$ cat src/rtl/wcrs_divider.sv
// Pipelined restoring divider: quotient = (num << FRAC_BITS) / den, one
// quotient bit per stage. Numerator is known to be below den, so the
// quotient fits in FRAC_BITS bits.
module wcrs_divider #(
    parameter int STEP_BITS = 24,
    parameter int FRAC_BITS = 16,
    parameter int TAG_BITS  = 8
) (
    input  logic                 clk,
    input  logic                 rst_n,
    input  logic                 adv,
    input  logic                 in_valid,
    input  logic [STEP_BITS-1:0] num,
    input  logic [STEP_BITS-1:0] den,
    input  logic [TAG_BITS-1:0]  in_tag,
    output logic                 out_valid,
    output logic [FRAC_BITS-1:0] quot,
    output logic [TAG_BITS-1:0]  out_tag
);

    logic                 vld_reg  [FRAC_BITS+1];
    logic [STEP_BITS:0]   rem_reg  [FRAC_BITS+1];
    logic [STEP_BITS-1:0] den_reg  [FRAC_BITS+1];
    logic [FRAC_BITS-1:0] q_reg    [FRAC_BITS+1];
    logic [TAG_BITS-1:0]  tag_reg  [FRAC_BITS+1];

    // Stage 0 valid capture and valid shift through all stages
    always_ff @(posedge clk or negedge rst_n)
    begin
        if (!rst_n)
        begin
            for (int i = 0; i <= FRAC_BITS; i++)
            begin
                vld_reg[i] <= 1'b0;
            end
        end
        else if (adv)
        begin
            vld_reg[0] <= in_valid;
            for (int i = 1; i <= FRAC_BITS; i++)
            begin
                vld_reg[i] <= vld_reg[i-1];
            end
        end
    end

    // Stage 0 data capture and shift-subtract stages
    always_ff @(posedge clk)
    begin
        if (adv)
        begin
            rem_reg[0] <= {1'b0, num};
            den_reg[0] <= den;
            q_reg[0]   <= '0;
            tag_reg[0] <= in_tag;
            for (int i = 1; i <= FRAC_BITS; i++)
            begin
                logic [STEP_BITS+1:0] sh;
                logic [STEP_BITS+1:0] df;
                sh = {rem_reg[i-1], 1'b0};
                df = sh - {2'b00, den_reg[i-1]};
                if (!df[STEP_BITS+1])
                begin
                    rem_reg[i] <= df[STEP_BITS:0];
                    q_reg[i]   <= {q_reg[i-1][FRAC_BITS-2:0], 1'b1};
                end
                else
                begin
                    rem_reg[i] <= sh[STEP_BITS:0];
                    q_reg[i]   <= {q_reg[i-1][FRAC_BITS-2:0], 1'b0};
                end
                den_reg[i] <= den_reg[i-1];
                tag_reg[i] <= tag_reg[i-1];
            end
        end
    end

    assign out_valid = vld_reg[FRAC_BITS];
    assign quot      = q_reg[FRAC_BITS];
    assign out_tag   = tag_reg[FRAC_BITS];

endmodule

$ cat config.mk
export PLATFORM = sky130hd
export DESIGN_NAME = wcrs_divider
export DESIGN_NICKNAME = d
export VERILOG_FILES = /design/src/rtl/wcrs_divider.sv
export SDC_FILE = /design/constraint.sdc
export NUM_CORES = 2
export LEC_CHECK = 0
export BUFFER_PORTS_ARGS = -buffer_cell sky130_fd_sc_hd__buf_4
export CORE_UTILIZATION = 58
export DETAILED_ROUTE_END_ITERATION = 7
export GPL_TIMING_DRIVEN = 0
export PLACE_DENSITY = 0.85
export SETUP_SLACK_MARGIN = 0.5
export SLEW_MARGIN = 0
export SYNTH_ARGS = -nofsm -noshare
export SYNTH_HDL_FRONTEND = slang
export SYNTH_SLANG_ARGS = --single-unit
$ cat constraint.sdc
create_clock -name clk -period 3.1 [get_ports clk]
set_input_delay 0.155 -clock clk [delete_from_list [all_inputs] [get_ports clk]]
set_output_delay 0.155 -clock clk [all_outputs]
set_load 0.03 [all_outputs]
==> results by group <==
Status
  – Result of the run: complete, but fails checks
  – Violated checks: DRC, setup timing

Setup path
  – Startpoint of the lowest-slack register-to-register path: rem_reg[4][0]$_SDFFCE_PP0P_
  – Critical Path Fanout Max: 6
  – FF-to-FF End: rem_reg[5][9]$_DFFE_PP_
  – Setup crit end kind: register
  – Type of the setup path with the least slack: register to register
  – Crit path arrival time: 4.32 ns
  – Reg-to-reg slack, setup: -0.65 ns
  – Data required, critical path: 3.67 ns
  – R2R depth: 14
  – Sort of element at the start of the critical path: register

Placed design
  – Port bufs: 84
  – Post-DP HPWL: 80900 microns
  – Global placer's final weighted congestion: 0.935
  – Placed instance area: 59100 sq um

Clocking
  – Number of clock sinks: 1072
  – Buffers from clock root to sink, at most: 3
  – Insertion delay of the later-clocked pin in the worst-skew pair: 0.74 ns
  – Clock tree from TritonCTS: built
  – Reg clk slew, reported paths: 0.06 ns
  – Number of buffers created by CTS: 110
  – CTS root buf: sky130_fd_sc_hd__clkbuf_16
  – Number of H-tree levels: 3

Timing
  – Worst hold slack across all endpoints: 0.0603 ns
  – Total Neg Setup Slack: -105.26 ns
  – Number of failing setup endpoints in the final timing report: 369
  – Actual slew at the worst max-slew pin: 1.00 ns
  – Largest clock skew in the final design: 0.0739 ns
  – Share of the clock period used by the worst path after layout: 1.21
  – Unrepaired setup endpoints after global routing: yes
  – Minimum period implied by the final worst setup slack: 3.75 ns
  – Final Worst Setup Slack: -0.655 ns
  – Final max-slew violation count: 0
  – Hold violation total from the final report: 0
  – Achievable clock frequency: 0.266 GHz
  – Relative slew slack: 0.331

Yosys
  – Post-synthesis cell area: 55300 sq um
  – Top area cells in the synthesized netlist: sky130_fd_sc_hd__edfxtp_1, sky130_fd_sc_hd__ha_1, sky130_fd_sc_hd__inv_1
  – Number of enable-type register cells in the synthesized netlist: 1054
  – Dominant cell by count in the synthesized netlist: sky130_fd_sc_hd__edfxtp_1
  – Gate count of the mapped netlist: 4567
  – Biggest area consumer among synthesized cells: sky130_fd_sc_hd__edfxtp_1
  – Ys async rst share: 0.0159
  – Syn. warnings: 0
  – Number of distinct library cells after synthesis: 97
  – Synthesized area per cell: 12.1 sq um
  – Top cells by instance count after synthesis: sky130_fd_sc_hd__edfxtp_1, sky130_fd_sc_hd__inv_1, sky130_fd_sc_hd__ha_1
  – Synthesized netlist net count: 5010
  – Synthesized flop and latch total: 1072
  – Primary FF master, synth: sky130_fd_sc_hd__edfxtp_1
  – Register area share after synthesis: 0.580
  – Yosys top cell area share: 0.572

Floorplanning
  – Core footprint: 93900 sq um
  – Starting utilization of the core area: 0.589
  – Height of the chip: 311 microns
  – Boundary pin count: 85
  – Count of standard-cell rows: 112
  – Die Wd: 311 microns
  – Die Outline Area: 96600 sq um

Pwr
  – Power density cells: 1070 nW/um^2
  – Worst-case vdd ir drop: 630 uV
  – Leakage power of the design: 0.0291 uW

Final layout
  – Proportion of layout cells with a drive suffix above 1: 0.290
  – Final standard cell area without fillers: 71500 sq um
  – Layout Utilization: 0.761
  – Max FFs per register: 399
  – Final nets: 5614
  – Number of diodes: 0
  – Area Overhead vs Synth: 29.2%

Drt
  – Post-detailed-route wirelength per cell: 22.8 microns
  – Number of nets with antenna violations after detailed routing: 0
  – Total wire length: 148000 microns
  – Violation count after the first detailed-route iteration: 2837
  – Number of detailed-route iterations in the first pass: 8
  – Avg Vias per Cell: 6.09
  – Detailed-route DRC error count: 4
  – Vias after detailed routing: 39700

Flow run
  – Max-cap violations: 0

Global route
  – Number of global-route vias before repair: 40700
  – Pin count of the biggest net entering global routing: 111
  – GRT overflow: 0
  – Initial antenna violation count: 0
  – First-pass GRT wire length: 208000 microns
  – Total global-route track usage: 0.272

Worst hold path
  – Class of the worst hold path: primary input to register
  – Worst hold path endpoint: tag_reg[0][83]$_DFFE_PP_
  – Min-Delay Startpoint: adv
  – Count of cells along the worst hold path: 2
==> cell families after synthesis <==
kind of cell | count (synthesis) | share of synthesized area
multiplexers | 159 | 0.0333
AND/OR/NAND/NOR | 961 | 0.0818
XOR/XNOR | 293 | 0.0464
adder cells (fa/ha/maj) | 383 | 0.0887
flip-flops | 1072 | 0.580
buffers and inverters | 570 | 0.0403
AO/OA/AOI/OAI | 1129 | 0.129
==> stage by stage <==
stage,std cells,worst slack (ns),total power [uW]
after CTS,6406,-0.537,70100
final,6516,-0.655,76200
after global routing,6516,-0.725,79400
after floorplan,4567,-0.200,43700
after detailed placement,5915,-2.60,49700
after global placement,5905,-6.67,48700
==> per-layer routing <==
| layer | track usage | wire length (microns) |
|---|---|---|
| met2 | 0.535 | 80100 |
| met5 | 0 | 0 |
| met4 | 0.212 | 14300 |
| met3 | 0.0353 | 7810 |
| met1 | 0.248 | 46100 |
==> critical path, cell delays in order (launching register included) <==
cell	delay [ns]
sky130_fd_sc_hd__edfxtp_1	0.40
sky130_fd_sc_hd__ha_1	0.33
sky130_fd_sc_hd__nor2b_4	0.14
sky130_fd_sc_hd__o31a_1	0.29
sky130_fd_sc_hd__or3_4	0.36
sky130_fd_sc_hd__a221o_1	0.38
sky130_fd_sc_hd__a221oi_4	0.41
sky130_fd_sc_hd__o21ai_2	0.11
sky130_fd_sc_hd__o211ai_1	0.27
sky130_fd_sc_hd__nand3_4	0.19
sky130_fd_sc_hd__buf_6	0.18
sky130_fd_sc_hd__buf_16	0.14
sky130_fd_sc_hd__buf_12	0.13
sky130_fd_sc_hd__buf_12	0.14
sky130_fd_sc_hd__a21oi_2	0.12
==> cells in the final DEF (no fill, tap or decap), types with 20 or more instances in the layout <==
| cell type | n |
|---|---|
| sky130_fd_sc_hd__a31oi_1 | 20 |
| sky130_fd_sc_hd__and2_1 | 25 |
| sky130_fd_sc_hd__buf_4 | 281 |
| sky130_fd_sc_hd__clkbuf_16 | 148 |
| sky130_fd_sc_hd__nand2b_1 | 50 |
| sky130_fd_sc_hd__nor2b_1 | 41 |
| sky130_fd_sc_hd__nand4_1 | 23 |
| sky130_fd_sc_hd__clkbuf_1 | 37 |
| sky130_fd_sc_hd__nor2_1 | 178 |
| sky130_fd_sc_hd__o21ai_1 | 51 |
| sky130_fd_sc_hd__o21a_1 | 64 |
| sky130_fd_sc_hd__and3_1 | 37 |
| sky130_fd_sc_hd__nand2_2 | 39 |
| sky130_fd_sc_hd__mux2_4 | 87 |
| sky130_fd_sc_hd__ha_4 | 49 |
| sky130_fd_sc_hd__inv_1 | 447 |
| sky130_fd_sc_hd__edfxtp_1 | 1054 |
| sky130_fd_sc_hd__buf_6 | 68 |
| sky130_fd_sc_hd__nand2_1 | 228 |
| sky130_fd_sc_hd__mux2_2 | 56 |
| sky130_fd_sc_hd__ha_2 | 21 |
| sky130_fd_sc_hd__nand3_1 | 48 |
| sky130_fd_sc_hd__buf_16 | 23 |
| sky130_fd_sc_hd__a21oi_2 | 80 |
| sky130_fd_sc_hd__o21bai_1 | 21 |
| sky130_fd_sc_hd__o21ai_0 | 127 |
| sky130_fd_sc_hd__clkinv_1 | 28 |
| sky130_fd_sc_hd__buf_12 | 53 |
| sky130_fd_sc_hd__xnor2_1 | 169 |
| sky130_fd_sc_hd__nand2_4 | 71 |
| sky130_fd_sc_hd__a21oi_1 | 213 |
| sky130_fd_sc_hd__o21ai_2 | 131 |
| sky130_fd_sc_hd__nor2_4 | 47 |
| sky130_fd_sc_hd__dlygate4sd3_1 | 61 |
| sky130_fd_sc_hd__a21o_1 | 134 |
| sky130_fd_sc_hd__ha_1 | 298 |
| sky130_fd_sc_hd__xor2_1 | 119 |
| sky130_fd_sc_hd__a211oi_1 | 25 |
| sky130_fd_sc_hd__buf_8 | 29 |
| sky130_fd_sc_hd__nor3_1 | 38 |
==> final cells by class <==
| cell class | instances | area, sq um |
|---|---|---|
| Sequential cell | 1072 | 32100 |
| Clock buffer | 141 | 2870 |
| Tap cell | 1254 | 1570 |
| Buffer | 100 | 1500 |
| Timing Repair Buffer | 492 | 5370 |
| Multi-Input combinational cell | 2925 | 25600 |
| Fill cell | 5028 | 22400 |
| Clock inverter | 62 | 618 |
| Inverter | 470 | 1810 |
==> how the worst max path moves through the flow <==
stage                                start                         to  slack (ns)  cells after the start
3_5_place_dp                           adv   rem_reg[8][24]$_DFFE_PP_       -2.60                      9
6_report       rem_reg[4][0]$_SDFFCE_PP0P_    rem_reg[5][9]$_DFFE_PP_       -0.65                     14
2_1_floorplan    den_reg[0][217]$_DFFE_PP_  rem_reg[10][10]$_DFFE_PP_       -0.20                     13
5_1_grt        rem_reg[4][0]$_SDFFCE_PP0P_    rem_reg[5][9]$_DFFE_PP_       -0.72                     14
3_3_place_gp                           adv   rem_reg[8][24]$_DFFE_PP_       -6.67                      8
4_1_cts        rem_reg[4][0]$_SDFFCE_PP0P_   rem_reg[5][10]$_DFFE_PP_       -0.54                     12
==> power breakdown <==
group	internal (uW)	switching, uW
Clock	7170	5750
Sequential	20900	2320
Combinational	19500	20700
==> what timing repair did <==
| action | 4_1_cts | 5_1_grt |
|---|---|---|
| hold buffers | 62 | 0 |
| gates resized for setup | 685 | 468 |
| pin swaps | 173 | 175 |
| buffers inserted | 185 | 105 |
| endpoints found under the setup margin | 933 | 391 |
| hold endpoints to repair | 129 | 0 |
| gates cloned | 41 | 5 |
(Power assumes the default switching activity.)
